### src/rtl/ubds_pkg.sv
// ubds_pkg: shared types and constants of the uart baud divisor search block
// depends on nothing; imported by every module of the block
`default_nettype none

package ubds_pkg;

    localparam int OSR_MAX_DEF = 31;
    localparam int OSR_MIN_DEF = 3;

    localparam int BAUD_W  = 32;
    localparam int CLK_W   = 32;
    localparam int OSR_W   = 5;
    localparam int RATIO_W = OSR_W + 1;
    localparam int SBR_W   = 16;
    localparam int DVS_W   = BAUD_W + RATIO_W;
    localparam int OUT_W   = 56;

    localparam logic [CLK_W-1:0] CLK_RESET = 32'd8000000;

    typedef enum logic [1:0] {
        ST_OK     = 2'd0,
        ST_REJECT = 2'd1,
        ST_NONE   = 2'd2
    } ubds_status_t;

    typedef enum logic [2:0] {
        S_IDLE,
        S_SBR_START,
        S_SBR_WAIT,
        S_RATE_START,
        S_RATE_WAIT,
        S_NEXT,
        S_DONE
    } ubds_state_t;

    typedef struct packed {
        logic [BAUD_W-1:0] rate;
        logic [SBR_W-1:0]  sbr;
        logic [OSR_W-1:0]  osr;
        ubds_status_t      status;
    } ubds_result_t;

endpackage

`default_nettype wire

### src/rtl/ubds_divider.sv
// ubds_divider: restoring serial divider, one quotient bit per cycle
// 32-bit dividend, 38-bit divisor; uses ubds_pkg
`default_nettype none

module ubds_divider
    import ubds_pkg::*;
(
    input  wire logic              aclk,
    input  wire logic              aresetn,
    input  wire logic              start,
    input  wire logic [CLK_W-1:0]  dividend,
    input  wire logic [DVS_W-1:0]  divisor,
    output logic                   done,
    output logic [CLK_W-1:0]       quotient
);

    localparam int CNT_W = $clog2(CLK_W);

    logic [DVS_W-1:0] rem_reg, rem_next;
    logic [CLK_W-1:0] quo_reg, quo_next;
    logic [DVS_W-1:0] dvs_reg, dvs_next;
    logic [CNT_W-1:0] cnt_reg, cnt_next;
    logic             busy_reg, busy_next;
    logic             done_reg, done_next;
    logic [DVS_W:0]   trial;
    logic             fits;

    always_comb begin
        trial = {rem_reg, quo_reg[CLK_W-1]};
        fits  = trial >= {1'b0, dvs_reg};
    end

    always_comb begin
        rem_next  = rem_reg;
        quo_next  = quo_reg;
        dvs_next  = dvs_reg;
        cnt_next  = cnt_reg;
        busy_next = busy_reg;
        done_next = 1'b0;
        if (start) begin
            rem_next  = '0;
            quo_next  = dividend;
            dvs_next  = divisor;
            cnt_next  = '0;
            busy_next = 1'b1;
        end else if (busy_reg) begin
            // remainder stays below the divisor, so the low bits hold it
            rem_next = fits ? DVS_W'(trial - {1'b0, dvs_reg}) : trial[DVS_W-1:0];
            quo_next = {quo_reg[CLK_W-2:0], fits};
            cnt_next = cnt_reg + 1'b1;
            if (cnt_reg == CNT_W'(CLK_W - 1)) begin
                busy_next = 1'b0;
                done_next = 1'b1;
            end
        end
    end

    always_ff @(posedge aclk) begin
        if (!aresetn) begin
            busy_reg <= 1'b0;
            done_reg <= 1'b0;
            cnt_reg  <= '0;
        end else begin
            busy_reg <= busy_next;
            done_reg <= done_next;
            cnt_reg  <= cnt_next;
        end
        rem_reg <= rem_next;
        quo_reg <= quo_next;
        dvs_reg <= dvs_next;
    end

    assign done     = done_reg;
    assign quotient = quo_reg;

endmodule

`default_nettype wire

### src/rtl/ubds_search.sv
// ubds_search: sequencer over the oversampling ratios with one multiplier
// and the shared serial divider; keeps the best candidate; uses ubds_pkg, ubds_divider
`default_nettype none

module ubds_search
    import ubds_pkg::*;
#(
    parameter int OSR_MAX = OSR_MAX_DEF,
    parameter int OSR_MIN = OSR_MIN_DEF
) (
    input  wire logic              aclk,
    input  wire logic              aresetn,
    input  wire logic              start,
    input  wire logic [BAUD_W-1:0] baud,
    input  wire logic [CLK_W-1:0]  clk_hz,
    output logic                   idle,
    output logic                   res_valid,
    input  wire logic              res_ready,
    output ubds_result_t           res
);

    ubds_state_t       state_reg, state_next;
    logic [OSR_W-1:0]  osr_reg, osr_next;
    logic [BAUD_W-1:0] baud_reg, baud_next;
    logic [CLK_W-1:0]  clk_reg, clk_next;
    logic [SBR_W-1:0]  sbr_reg, sbr_next;
    logic [BAUD_W-1:0] best_diff_reg, best_diff_next;
    logic [OSR_W-1:0]  best_osr_reg, best_osr_next;
    logic [SBR_W-1:0]  best_sbr_reg, best_sbr_next;
    logic [BAUD_W-1:0] best_rate_reg, best_rate_next;
    logic              found_reg, found_next;
    logic              reject_reg, reject_next;

    logic              reject;
    logic [RATIO_W-1:0] ratio;
    logic [DVS_W-1:0]  mul_b;
    logic [DVS_W-1:0]  product;
    logic              div_start;
    logic              div_done;
    logic [CLK_W-1:0]  quotient;
    logic              sbr_bad;
    logic [BAUD_W-1:0] diff;
    logic              better;

    assign reject  = (baud == '0) || (baud > (clk_hz >> 2));
    assign ratio   = {1'b0, osr_reg} + RATIO_W'(1);
    // one multiplier: ratio*baud for the divisor, ratio*sbr for the rate
    assign mul_b   = (state_reg == S_SBR_START) ? DVS_W'(baud_reg) : DVS_W'(sbr_reg);
    assign product = DVS_W'(DVS_W'(ratio) * mul_b);
    assign sbr_bad = (quotient == '0) || (quotient[CLK_W-1:SBR_W] != '0);
    // achieved rate is never below the request
    assign diff    = quotient - baud_reg;
    assign better  = diff < best_diff_reg;

    ubds_divider u_div (
        .aclk     (aclk),
        .aresetn  (aresetn),
        .start    (div_start),
        .dividend (clk_reg),
        .divisor  (product),
        .done     (div_done),
        .quotient (quotient)
    );

    // next state
    always_comb begin
        state_next = state_reg;
        case (state_reg)
            S_IDLE: begin
                if (start) begin
                    state_next = reject ? S_DONE : S_SBR_START;
                end
            end
            S_SBR_START: state_next = S_SBR_WAIT;
            S_SBR_WAIT: begin
                if (div_done) begin
                    state_next = sbr_bad ? S_NEXT : S_RATE_START;
                end
            end
            S_RATE_START: state_next = S_RATE_WAIT;
            S_RATE_WAIT: begin
                if (div_done) begin
                    state_next = (better && diff == '0) ? S_DONE : S_NEXT;
                end
            end
            S_NEXT: begin
                state_next = (osr_reg == OSR_W'(OSR_MIN)) ? S_DONE : S_SBR_START;
            end
            S_DONE: begin
                if (res_ready) begin
                    state_next = S_IDLE;
                end
            end
            default: state_next = S_IDLE;
        endcase
    end

    // datapath registers
    always_comb begin
        osr_next       = osr_reg;
        baud_next      = baud_reg;
        clk_next       = clk_reg;
        sbr_next       = sbr_reg;
        best_diff_next = best_diff_reg;
        best_osr_next  = best_osr_reg;
        best_sbr_next  = best_sbr_reg;
        best_rate_next = best_rate_reg;
        found_next     = found_reg;
        reject_next    = reject_reg;
        case (state_reg)
            S_IDLE: begin
                if (start) begin
                    baud_next      = baud;
                    clk_next       = clk_hz;
                    osr_next       = OSR_W'(OSR_MAX);
                    best_diff_next = baud;
                    found_next     = 1'b0;
                    reject_next    = reject;
                end
            end
            S_SBR_WAIT: begin
                if (div_done) begin
                    sbr_next = quotient[SBR_W-1:0];
                end
            end
            S_RATE_WAIT: begin
                if (div_done && better) begin
                    best_diff_next = diff;
                    best_osr_next  = osr_reg;
                    best_sbr_next  = sbr_reg;
                    best_rate_next = quotient;
                    found_next     = 1'b1;
                end
            end
            S_NEXT: begin
                if (osr_reg != OSR_W'(OSR_MIN)) begin
                    osr_next = osr_reg - 1'b1;
                end
            end
            default: ;
        endcase
    end

    // outputs
    always_comb begin
        idle      = state_reg == S_IDLE;
        div_start = (state_reg == S_SBR_START) || (state_reg == S_RATE_START);
        res_valid = state_reg == S_DONE;
        res       = '0;
        if (reject_reg) begin
            res.status = ST_REJECT;
        end else if (!found_reg) begin
            res.status = ST_NONE;
        end else begin
            res.status = ST_OK;
            res.osr    = best_osr_reg;
            res.sbr    = best_sbr_reg;
            res.rate   = best_rate_reg;
        end
    end

    always_ff @(posedge aclk) begin
        if (!aresetn) begin
            state_reg  <= S_IDLE;
            found_reg  <= 1'b0;
            reject_reg <= 1'b0;
        end else begin
            state_reg  <= state_next;
            found_reg  <= found_next;
            reject_reg <= reject_next;
        end
        osr_reg       <= osr_next;
        baud_reg      <= baud_next;
        clk_reg       <= clk_next;
        sbr_reg       <= sbr_next;
        best_diff_reg <= best_diff_next;
        best_osr_reg  <= best_osr_next;
        best_sbr_reg  <= best_sbr_next;
        best_rate_reg <= best_rate_next;
    end

`ifndef SYNTHESIS
    a_ok_fields: assert property (@(posedge aclk) disable iff (!aresetn)
        res_valid && res.status == ST_OK |-> res.sbr != '0 && res.osr >= OSR_W'(OSR_MIN))
        else $error("ok result with empty divisor or ratio below range");

    a_fail_zero: assert property (@(posedge aclk) disable iff (!aresetn)
        res_valid && res.status != ST_OK |-> res.osr == '0 && res.sbr == '0 && res.rate == '0)
        else $error("failed result carries nonzero fields");

    a_done_waits: assert property (@(posedge aclk) disable iff (!aresetn)
        div_done |-> state_reg == S_SBR_WAIT || state_reg == S_RATE_WAIT)
        else $error("divider finished outside a wait state");

    a_start_leaves: assert property (@(posedge aclk) disable iff (!aresetn)
        idle && start |=> !idle)
        else $error("accepted request did not start a search");
`endif

endmodule

`default_nettype wire

### src/rtl/uart_baud_divisor_search_top.sv
// flow: a rejected request goes straight to the done state and m_tvalid rises from the
// registered output; a search runs per oversampling ratio two divisions on the one serial
// divider plus sequencing, only the first when the divisor is out of range, and the result
// comes sooner on an early exact match
// throughput: one request at a time; the next is taken once the result beat has left
// reset: aresetn synchronous active low, clock_hz returns to 8000000, no result pending
`default_nettype none

module uart_baud_divisor_search_top
    import ubds_pkg::*;
#(
    parameter int OSR_MAX = OSR_MAX_DEF,
    parameter int OSR_MIN = OSR_MIN_DEF
) (
    input  wire logic              aclk,
    input  wire logic              aresetn,
    input  wire logic              s_tvalid,
    output logic                   s_tready,
    input  wire logic [BAUD_W-1:0] s_tdata,   // [31:0] baud_rate
    output logic                   m_tvalid,
    input  wire logic              m_tready,
    output logic [OUT_W-1:0]       m_tdata,   // [1:0] status, [6:2] osr_value,
                                              // [22:7] sbr_value, [54:23] achieved_baud
    input  wire logic              cfg_valid,
    output logic                   cfg_ready,
    input  wire logic [CLK_W-1:0]  cfg_data   // clock_hz
);

    logic [CLK_W-1:0] clk_hz_reg, clk_hz_next;
    logic             m_tvalid_reg, m_tvalid_next;
    logic [OUT_W-1:0] m_tdata_reg, m_tdata_next;

    logic         idle;
    logic         res_valid;
    logic         res_ready;
    ubds_result_t res;

    assign cfg_ready = 1'b1;
    assign s_tready  = idle && !m_tvalid_reg;
    assign res_ready = !m_tvalid_reg;

    ubds_search #(
        .OSR_MAX (OSR_MAX),
        .OSR_MIN (OSR_MIN)
    ) u_search (
        .aclk      (aclk),
        .aresetn   (aresetn),
        .start     (s_tvalid && s_tready),
        .baud      (s_tdata),
        .clk_hz    (clk_hz_reg),
        .idle      (idle),
        .res_valid (res_valid),
        .res_ready (res_ready),
        .res       (res)
    );

    always_comb begin
        clk_hz_next   = cfg_valid ? cfg_data : clk_hz_reg;
        m_tvalid_next = m_tvalid_reg;
        m_tdata_next  = m_tdata_reg;
        if (m_tvalid_reg && m_tready) begin
            m_tvalid_next = 1'b0;
        end
        if (res_valid && res_ready) begin
            m_tvalid_next = 1'b1;
            m_tdata_next  = OUT_W'(res);
        end
    end

    always_ff @(posedge aclk) begin
        if (!aresetn) begin
            clk_hz_reg   <= CLK_RESET;
            m_tvalid_reg <= 1'b0;
        end else begin
            clk_hz_reg   <= clk_hz_next;
            m_tvalid_reg <= m_tvalid_next;
        end
        m_tdata_reg <= m_tdata_next;
    end

    assign m_tvalid = m_tvalid_reg;
    assign m_tdata  = m_tdata_reg;

endmodule

`default_nettype wire
### config.mk
export PLATFORM = sky130hd
export DESIGN_NAME = uart_baud_divisor_search_top
export DESIGN_NICKNAME = d
export VERILOG_FILES = /design/src/rtl/ubds_pkg.sv /design/src/rtl/ubds_divider.sv /design/src/rtl/ubds_search.sv /design/src/rtl/uart_baud_divisor_search_top.sv
export SDC_FILE = /design/constraint.sdc
export NUM_CORES = 1
export LEC_CHECK = 0
export BUFFER_PORTS_ARGS = -buffer_cell sky130_fd_sc_hd__clkbuf_2
export CAP_MARGIN = 10
export CELL_PAD_IN_SITES_DETAIL_PLACEMENT = 1
export CELL_PAD_IN_SITES_GLOBAL_PLACEMENT = 1
export CORE_MARGIN = 2
export CORE_UTILIZATION = 25
export DETAILED_ROUTE_END_ITERATION = 12
export GPL_ROUTABILITY_DRIVEN = 0
export PLACE_DENSITY = 0.55
export SKIP_CTS_REPAIR_TIMING = 1
export SLEW_MARGIN = 20
export SYNTH_ARGS = -nofsm -noshare
export SYNTH_HDL_FRONTEND = slang
export SYNTH_SLANG_ARGS = --single-unit
### constraint.sdc
create_clock -name aclk -period 9.8 [get_ports aclk]
set_clock_uncertainty 0.1 [all_clocks]
set_input_delay 0.98 -clock aclk [delete_from_list [all_inputs] [get_ports aclk]]
set_output_delay 0.98 -clock aclk [all_outputs]
set_load 0.02 [all_outputs]
==> impl_results.md, run 1 <==
- Status: completed
- Critical path's largest stage delay: around 0.66 ns
- Relative slew slack: 0.2573
- CTS Buffer Depth: 3
- Worst Max-Slew Pin Slew: between 1 and 1.5 ns
- Setup TNS: 0 ns
- Root buf cell: clkbuf_16
- Final net count: around 3000
- Final period util: 0.7686
- Post-synthesis compound-gate area fraction: 0.1223
- Antenna diodes: 0
- Syn Area/Cell: ~10 µm²
- Initial DRC Count: roughly 770
- Largest net degree at the start of global routing: 84
- FILL cells: 11720
- Layout cells sized above 1: 0.1059
- FF+latch count, synth: roughly 380
- Post-Syn Instances: roughly 2600
- Netlist cell types: about 80
- First drt pass iteration count: 4
- Clk sinks: roughly 380
- Global-route wire length before repair: about 120000 µm
- Cell Area, Synth: 25550 µm²
- PD cells: between 200 and 300 nW/µm²
- Core Footprint: around 100000 µm²
- Unrepaired setup endpoints after global routing: no
- Vias post-DR: roughly 19000
- Post-Syn Nets: between 2000 and 3000
- Drt wl/cell: 18.61 µm
- FF+latch area: 10520 µm²
- Clock latency on the worst-skew pair: approximately 0.6 ns
- Ys Warns: 0
- WP data required: roughly 10 ns
- Global Route Usage Sum: 0.1449
- Sequential element share of the synthesized area: 0.4117
- Final Hold Viols: 0
- Tmin final: 7.533 ns
- Pleak: 12.32 nW
- Critical path launch point type: flop
- Clock transition at path regs: ~0.060 ns
- Row count: roughly 120
- HP Class: reg -> reg
- Vias/cell: roughly 4.6
- CP max stage cell: nor2_4
- Post-DP HPWL: around 58000 µm
- Post-synthesis simple-gate area fraction: 0.1540
- Grt ovf: 0
- Main synth FF type: edfxtp_1
- Critical path buffers and inverters: 2
- Max Clk Rate: 132.8 MHz
- H-Tree Depth: 2
- Maximum fanout along the worst path: 24
- Final std cells w/o fill: between 4000 and 5000
- Area delta synth->final: 14.75%
- Area of the multi-input gates: between 10000 and 15000 µm²
- Largest family of logic cells by synthesized area: adder cells
- Die X: ~320 µm
- Largest register FFs: between 50 and 60
- Die area: between 100000 and 150000 µm²
- VDD IR-drop max: around 0.17 mV
- Post-synth EDFFs: roughly 300
- Initial antenna violation count: 0
- Fin. max-slew vios: 0
- Fin util: 0.2886
- Vias in the first global route: between 15000 and 20000
- Post-DRT Antenna Nets: 0
- Initial Util: 0.2515
- TritonCTS Buffers: 46
- CTS tree: yes
- CP arrival: between 7 and 8 ns
- IO buf count: ~130
- Fraction of registers with async set/reset: 0
- Routed WL: 75520 µm
- Post-synthesis mux area share: 0.03261
- Setup violators final: 0
- CP cell instances: nand2b_2 -> nor2_4 -> mux2i_1 -> nor2_1 -> fa_1 -> inv_1 -> fa_1 -> fa_1 -> inv_1 -> ha_1 -> a211o_1 -> o211ai_1 -> a2111oi_0 -> a211o_1 -> nor4b_1 -> o41a_1 -> a221o_1 -> a211o_1 -> a21oi_1 -> xnor2_1
- IO Count: ~130
- Crit path max-delay family: compound AO/OA/AOI/OAI gates
- WS Path Type: reg -> reg
- Xor/xnor cell area share of the yosys netlist: 0.03222
- Max cap viols: 0
- Placed Cells: 3973
- Die Y: between 300 and 400 µm
- Endpoint class of the critical path: flop
- Post-Synth Adder-Cell Area: 0.1845
- Post-route DRC: 0
[cell type report]
class | count | share of cell area
Clock buffer | 61 | 0.04332
Clock inverter | 24 | 0.01186
Inverter | 313 | 0.04011
Multi-Input combinational cell | 1768 | 0.4608
Sequential cell | 378 | 0.3589
Tap cell | 1368 | 0.05838
Timing Repair Buffer | 146 | 0.02671
[synth_stat cells, types with 58 or more instances]
cell type	number	area (µm²)
a21oi_1	143	715.7
nand2_1	218	818.3
clkbuf_1	77	289.0
and2_1	62	387.9
nor2_1	221	829.6
xnor2_1	58	508.0
o21ai_0	81	405.4
nand3_1	66	330.3
ha_1	180	2252
fa_1	123	2462
a21o_1	73	548.0
inv_1	313	1175
edfxtp_1	295	8859
dfxtp_1	83	1662
[placed cells by master, fill, tap and decap left out, drive strengths merged, types with 26 or more instances in the layout]
cell type | Yosys | final
a21o | 73 | 73
dfxtp | 83 | 83
clkbuf | 78 | 186
nand2 | 218 | 218
nand4 | 27 | 27
ha | 180 | 180
xnor2 | 58 | 58
o21ai | 84 | 84
xor2 | 36 | 36
mux2 | 26 | 26
a211oi | 26 | 26
a21oi | 143 | 143
inv | 313 | 315
nor2 | 221 | 221
nor2b | 54 | 54
nand3 | 66 | 66
nor3 | 26 | 26
fa | 123 | 123
and3 | 31 | 31
edfxtp | 295 | 295
mux2i | 54 | 54
and2 | 64 | 64
nor4 | 30 | 30
[report_power, final]
group | total (W) | leakage, nW | internal, W | switching, W
Combinational | 0.00342 | 8.15 | 0.00129 | 0.00213
Clock | 0.00185 | 0.787 | 0.00113 | 0.000727
Sequential | 0.00246 | 3.39 | 0.00217 | 0.000288
[per-stage QoR]
stage / hold WS, ns / area, µm² / power, W / setup slack (ns)
final: 0.3319 / 29320 / 0.007731 / 2.267
after global routing: 0.3477 / 29320 / 0.008348 / 1.792
after CTS: 0.3387 / 29320 / 0.007835 / 2.275
after detailed placement: 0.3187 / 27700 / 0.005930 / 2.294
after global placement: 0.3126 / 27680 / 0.005901 / 2.465
after floorplan: 0.3076 / 25550 / 0.004898 / 0.9071
[worst reg2reg max path, delay by kind of cell, from the launching register on]
kind | cells | cell delay (ns)
xor gates and xnor gates | 1 | 0.09
muxes | 1 | 0.64
adders and majority gates | 4 | 1.90
and+or+nand+nor | 4 | 1.52
buffers and inverters | 2 | 0.08
DFF | 1 | 0.61
AOI/OAI and AO/OA | 8 | 2.33
[worst paths after layout]
path                                                    startpoint                                   end  slack (ns)  cells past startpoint
worst max-delay path            u_search.state_reg[0]$_SDFFE_PN0P_  u_search.u_div.dvs_reg[37]$_DFFE_PN_        2.27                     20
worst max register to register  u_search.state_reg[0]$_SDFFE_PN0P_  u_search.u_div.dvs_reg[37]$_DFFE_PN_        2.27                     20
worst min register to register          clk_hz_reg[9]$_SDFFE_PN1P_         u_search.clk_reg[9]$_DFFE_PP_        0.33                      0
worst min-delay path                    clk_hz_reg[9]$_SDFFE_PN1P_         u_search.clk_reg[9]$_DFFE_PP_        0.33                      0
[cell families (layout without fill, tap and decap cells)]
group           count (synthesis)  count (layout)
xor+xnor                       94              94
other cells                     2               2
buf+inv                       416             544
compound gates                479             479
mux                            80              80
flops                         378             378
simple gates                  810             810
fa+ha+maj                     303             303
[layer usage]
layer / global-route usage / wire [µm] / vias to the layer above
met5: 0 / 0 / -
met4: 0.03899 / 1745 / 0
met3: 0.01667 / 1949 / 82
met2: 0.2509 / 36770 / 223
met1: 0.1906 / 35050 / 9210
li1: - / - / 9069
No activity file was read; power rests on OpenSTA's default activity.
==> run 2, diff against run 1 <==
clock period = 7.1 ns   (was 9.8 ns; I/O delays follow)
==> run 2 against run 1 <==
Net effect:
- via count down 0.34%
- sequential share of layout area is essentially flat
- fmax grew 15%
- critical path depth rose by 1
- total power up 36%
- global-route usage is 0.12 points lower
- worst hold slack got worse by 0.13 ns
- flip-flop and latch count did not move
- setup slack got worse by 1.7 ns
- count of clock-buffer cells in the layout is 4 lower
- non-clock buffer count is 21 higher
==> impl_results.md, run 2 (synthesis gave the netlist of run 1 again) <==
- First drt pass iteration count: 4
- Routed WL: ~75000 µm
- IO buf count: around 130
- Largest register FFs: 55
- Endpoint class of the critical path: flop
- Commonest cells after routing, fill and taps aside: inv_1 (311), edfxtp_1 (295), nor2_1 (220)
- CTS Buffer Depth: 3
- Critical path launch point type: flop
- Final std cells w/o fill: slightly above 4000
- FF+latch area: approximately 11000 µm²
- Final net count: 3045
- Worst Max-Slew Pin Slew: ~1.1 ns
- Initial antenna violation count: 1
- Grt ovf: 0
- Critical path buffers and inverters: 3
- Fin util: 0.2889
- Placed cell areas: between 20000 and 30000 µm²
- VDD IR-drop max: between 0.15 and 0.2 mV
- Vias/cell: roughly 4.5
- Post-DP HPWL: between 50000 and 60000 µm
- Largest net degree at the start of global routing: 77
- Pleak: 12.35 nW
- Clk sinks: approximately 380
- Initial Util: 0.2515
- CTS tree: yes
- Relative slew slack: 0.2869
- Clock latency on the worst-skew pair: between 0.6 and 0.7 ns
- Layout cells sized above 1: 0.1104
- Die Y: roughly 320 µm
- Commonest non-fill, non-tap cell in the layout: inv_1
- IO Count: ~130
- Post-route DRC: 0
- Crit path max-delay family: compound AO/OA/AOI/OAI gates
- Die X: 323.7 µm
- Maximum fanout along the worst path: 17
- Final WS setup: about 0.57 ns
- Stages on the worst setup path: 21
- Area of the multi-input gates: roughly 13000 µm²
- Worst Reg-to-Reg Cells: 21
- CP cell instances: nand2b_2 -> nor2_4 -> buf_4 -> mux2i_1 -> nor2_1 -> fa_1 -> inv_1 -> fa_1 -> fa_1 -> inv_1 -> ha_1 -> a211o_1 -> o211ai_1 -> a2111oi_0 -> a211o_1 -> nor4b_1 -> o41a_1 -> a221o_1 -> a211o_1 -> a21oi_1 -> xnor2_1
- FILL cells: ~12000
- WP data required: around 7.3 ns
- Die area: between 100000 and 150000 µm²
- Vias post-DR: about 19000
- Area delta synth->final: 14.86%
- Design Area, Final: 29350 µm²
- Drt wl/cell: 18.50 µm
- Post-DRT Antenna Nets: 0
- H-Tree Depth: 2
- Max cap viols: 0
- Placed Cells: approximately 4000
- Vias in the first global route: 19510
- Status: completed
- CP max stage cell: mux2i_1
- Tmin final: about 6.5 ns
- Fin. max-slew vios: 0
- HP Class: in -> reg
- Pre-CTS setup slack: around 0.57 ns
- Root buf cell: clkbuf_16
- Final Hold Viols: 0
- PD cells: 357.9 nW/µm²
- WHS Path Cells: 3
- Initial DRC Count: 826
- Row count: 117
- CP arrival: about 6.8 ns
- Global-route wire length before repair: between 100000 and 150000 µm
- Max Clk Rate: ~150 MHz
- Clock transition at path regs: ~0.06 ns
- Final period util: 0.9196
- Setup TNS: 0 ns
- Setup violators final: 0
- Core Footprint: 101600 µm²
- Unrepaired setup endpoints after global routing: no
- Global Route Usage Sum: 0.1437
- WS Path Type: reg -> reg
- TritonCTS Buffers: between 40 and 50
- Critical path's largest stage delay: around 0.58 ns
==> run 2: stage by stage <==
stage | hold WS (ns) | total power [W]
floorplan | 0.3076 | 0.006765
global placement | 0.3091 | 0.008202
detailed placement | 0.3195 | 0.008250
CTS | 0.1627 | 0.01065
global route | 0.1956 | 0.01132
finish | 0.1990 | 0.01050
==> run 2: layout make-up <==
cell class / instances / area share
tap: 1368 / 0.05832
timing repair buffer: 167 / 0.03291
multi-input combinational: 1768 / 0.4600
clock buffer: 57 / 0.04059
sequential: 378 / 0.3585
clock inverter: 25 / 0.009508
inverter: 313 / 0.04008
antenna: 1 / 0.00008527
==> run 2: metal layers <==
metal,share of wire,global-route usage,vias to the layer above
met4,0.023,0.03899,0
met1,0.46,0.1857,9117
met3,0.028,0.01954,83
met2,0.49,0.2503,225
li1,-,-,9096
met5,0,0,-
==> run 2: path summary, 6_finish.rpt <==
path | start | to | slack, ns
max reg2reg | u_search.state_reg[2]$_SDFFE_PN0P_ | u_search.u_div.dvs_reg[37]$_DFFE_PN_ | 0.57
max | u_search.state_reg[2]$_SDFFE_PN0P_ | u_search.u_div.dvs_reg[37]$_DFFE_PN_ | 0.57
min | cfg_data[19] | clk_hz_reg[19]$_SDFFE_PN1P_ | 0.20
min reg2reg | clk_hz_reg[1]$_SDFFE_PN0P_ | u_search.clk_reg[1]$_DFFE_PP_ | 0.33
==> run 2: worst min-delay path, delay by kind of cell <==
family / cells / cell delay (ns)
AOI/OAI and AO/OA: 1 / 0.06
and+or+nand+nor: 1 / 0.04
buffers and inverters: 1 / 0.07
==> run 2: power breakdown <==
group          switching, W  internal (W)  total [W]  leakage (nW)
sequential         0.000376       0.00299    0.00336          3.39
clock              0.000986       0.00134    0.00233         0.711
combinational       0.00298       0.00183    0.00481          8.25
==> run 3, diff against run 2 <==
ABC_AREA = 1   (was unset)
PLACE_DENSITY = unset   (was 0.55)
PLACE_DENSITY_LB_ADDON = 0.1   (was unset)
==> run 3 against run 2 <==
Net effect:
- worst hold slack got worse by 0.0074 ns
- count of clock-buffer cells in the layout rose by 4
- combinational power fell by 4%
- die area rose by 3.3%
- synthesized cell count rose by 24%
- fmax rose by 6.3%
- global-route usage rose by 2.9 points
- critical endpoint is now u_search.u_div.dvs_reg[32]$_DFFE_PN_
- largest cell class unchanged
- largest power group unchanged
==> impl_results.md, run 3 <==
- Max cap viols: 0
- Ys Warns: 0
- HP Class: in -> reg
- Critical path's largest stage delay: between 0.8 and 0.9 ns
- Clock latency on the worst-skew pair: 0.64 ns
- CP arrival: 6.42 ns
- First drt pass iteration count: 4
- Clock transition at path regs: ~0.060 ns
- Largest net degree at the start of global routing: 59
- Initial Util: 0.2515
- Largest register FFs: 55
- Die X: 329.0 µm
- Final period util: 0.8648
- Internal: around 0.006 W
- CTS Buffer Depth: 3
- Fin Hold WS: about 0.19 ns
- Vias post-DR: 21410
- Netlist cell types: 58
- Die Y: about 330 µm
- Vias in the first global route: roughly 24000
- Post-DRT Antenna Nets: 0
- WS Path Type: reg -> reg
- Syn Area/Cell: 8.303 µm²
- Endpoint class of the critical path: flop
- Synth cell count leaders: nand2_1 (743), inv_1 (602), nor2_1 (347), edfxtp_1 (295), ha_1 (180)
- Status: completed
- Unrepaired setup endpoints after global routing: no
- Dominant cells by area after synthesis: edfxtp_1 (34%), nand2_1 (11%), fa_1 (9.3%), inv_1 (8.6%), ha_1 (8.5%)
- Final WS setup: approximately 0.96 ns
- Worst Max-Slew Pin Slew: roughly 1.1 ns
- Post-Syn Instances: 3180
- Commonest non-fill, non-tap cell in the layout: nand2_1
- Initial antenna violation count: 4
- Area delta synth->final: 15.26%
- Relative slew slack: 0.2883
- Critical path buffers and inverters: 5
- Sequential fraction of design power: 0.312
- Final Hold Viols: 0
- Switching Fraction: 0.4401
- Setup TNS: 0 ns
- Row count: 119
- Setup violators final: 0
- Drt wl/cell: ~20 µm
- Global Route Usage Sum: 0.1725
- WP data required: 7.38 ns
- Area share of the largest cell type after synthesis: 0.3355
- Sequential element share of the synthesized area: 0.3984
- Sw power: 0.004648 W
- Global-route wire length before repair: ~140000 µm
- Fin. max-slew vios: 0
- Synth area leader: edfxtp_1
- Vias/cell: about 4.5
- IO buf count: between 100 and 150
- IO Count: 128
- Grt ovf: 0
- Comb pwr share: 0.437
- Max Clk Rate: 162.9 MHz
- Die area: around 110000 µm²
- Routed WL: between 90000 and 100000 µm
- Design Area, Final: just over 30000 µm²
- Pleak: approximately 14 nW
- Cell Area, Synth: ~26000 µm²
- PD cells: between 300 and 400 nW/µm²
- Maximum fanout along the worst path: 25
- Critical path launch point type: flop
- Clk sinks: around 380
- Fraction of registers with async set/reset: 0
- VDD IR-drop max: roughly 0.19 mV
- Dominant cell by count in the synthesized netlist: nand2_1
- Antenna diodes: 0
- Tmin final: ~6.1 ns
- FF+latch count, synth: between 300 and 400
- CP max stage cell: o21ai_0
- Core Footprint: roughly 100000 µm²
- Post-synth EDFFs: approximately 300
- TritonCTS Buffers: 48
- Main synth FF type: edfxtp_1
- Placed cell areas: 28730 µm²
- Post-DP HPWL: about 75000 µm
- Initial DRC Count: roughly 920
- CP cell instances: nor2_4 -> inv_2 -> nor2_2 -> buf_4 -> o21ai_0 -> nor2_1 -> fa_1 -> fa_1 -> inv_1 -> fa_1 -> inv_1 -> ha_1 -> nand2_1 -> nor2_1 -> inv_1 -> o21ai_2 -> a21boi_2 -> o21ai_0 -> a21boi_0 -> o21ai_2 -> nand3_1 -> nand3_1 -> nand2_1
- Pre-CTS setup slack: about 0.9 ns
- FILL cells: approximately 12000
- H-Tree Depth: 2
- Commonest cells after routing, fill and taps aside: nand2_1 (742), inv_1 (600), nor2_1 (344)
- Post-Syn Nets: roughly 3600
- Final std cells w/o fill: between 4000 and 5000
- CTS tree: yes
- Root buf cell: clkbuf_16
- Placed Cells: between 4000 and 5000
- Layout cells sized above 1: 0.09273
- Post-route DRC: 0
- Power share of the clock group: 0.251
- Final net count: around 3700
- Crit path max-delay family: compound AO/OA/AOI/OAI gates
[run 3: logic make-up after synthesis]
group | synth area share
and+or+nand+nor | 0.2022
buffers and inverters | 0.09809
AOI/OAI and AO/OA | 0.1002
DFF | 0.3984
adders and majority gates | 0.1786
xor gates and xnor gates | 0.02223
other | 0.0002844
[run 3: through the flow]
stage	util	power [W]
finish	0.2899	0.01056
global route	0.2899	0.01144
global placement	0.2737	0.007954
CTS	0.2899	0.01077
floorplan	-	0.006406
detailed placement	0.2737	0.008033
[run 3: power groups by stage]
stage | Sequential (W) | Clock [W] | Combinational [W]
after floorplan | 0.00320 | 0 | 0.00321
after global placement | 0.00334 | 0 | 0.00462
final | 0.00329 | 0.00265 | 0.00461
after CTS | 0.00330 | 0.00274 | 0.00472
after global routing | 0.00334 | 0.00282 | 0.00529
after detailed placement | 0.00335 | 0 | 0.00469
[run 3: worst paths after layout]
path	cells after the start	slack, ns	end	start
min	3	0.19	clk_hz_reg[20]$_SDFFE_PN1P_	cfg_data[20]
max reg2reg	23	0.96	u_search.u_div.dvs_reg[32]$_DFFE_PN_	u_search.state_reg[2]$_SDFFE_PN0P_
max	23	0.96	u_search.u_div.dvs_reg[32]$_DFFE_PN_	u_search.state_reg[2]$_SDFFE_PN0P_
min reg2reg	0	0.33	u_search.clk_reg[18]$_DFFE_PP_	clk_hz_reg[18]$_SDFFE_PN0P_
[run 3: tightest hold or removal path: stages]
cell,delay [ns]
clkbuf_2,0.08
a21oi_1,0.05
o21ai_0,0.06
[run 3: metal layers]
layer | up-vias | share of wire | track usage
met5 | - | 0.00022 | 0
met4 | 2 | 0.026 | 0.04993
met3 | 101 | 0.025 | 0.01849
met2 | 265 | 0.50 | 0.3098
met1 | 10550 | 0.45 | 0.2172
li1 | 10490 | - | -
[run 3: layout make-up]
type / instances / area [µm²] / share of cell area
well taps: 1391 / 1740 / 0.05719
inverters: 607 / 2278 / 0.07487
clock inverters: 29 / 414.1 / 0.01361
flip-flops and latches: 378 / 10520 / 0.3457
repair buffers: 154 / 855.8 / 0.02812
multi-input cells: 2125 / 13330 / 0.4381
clock buffers: 61 / 1290 / 0.04239
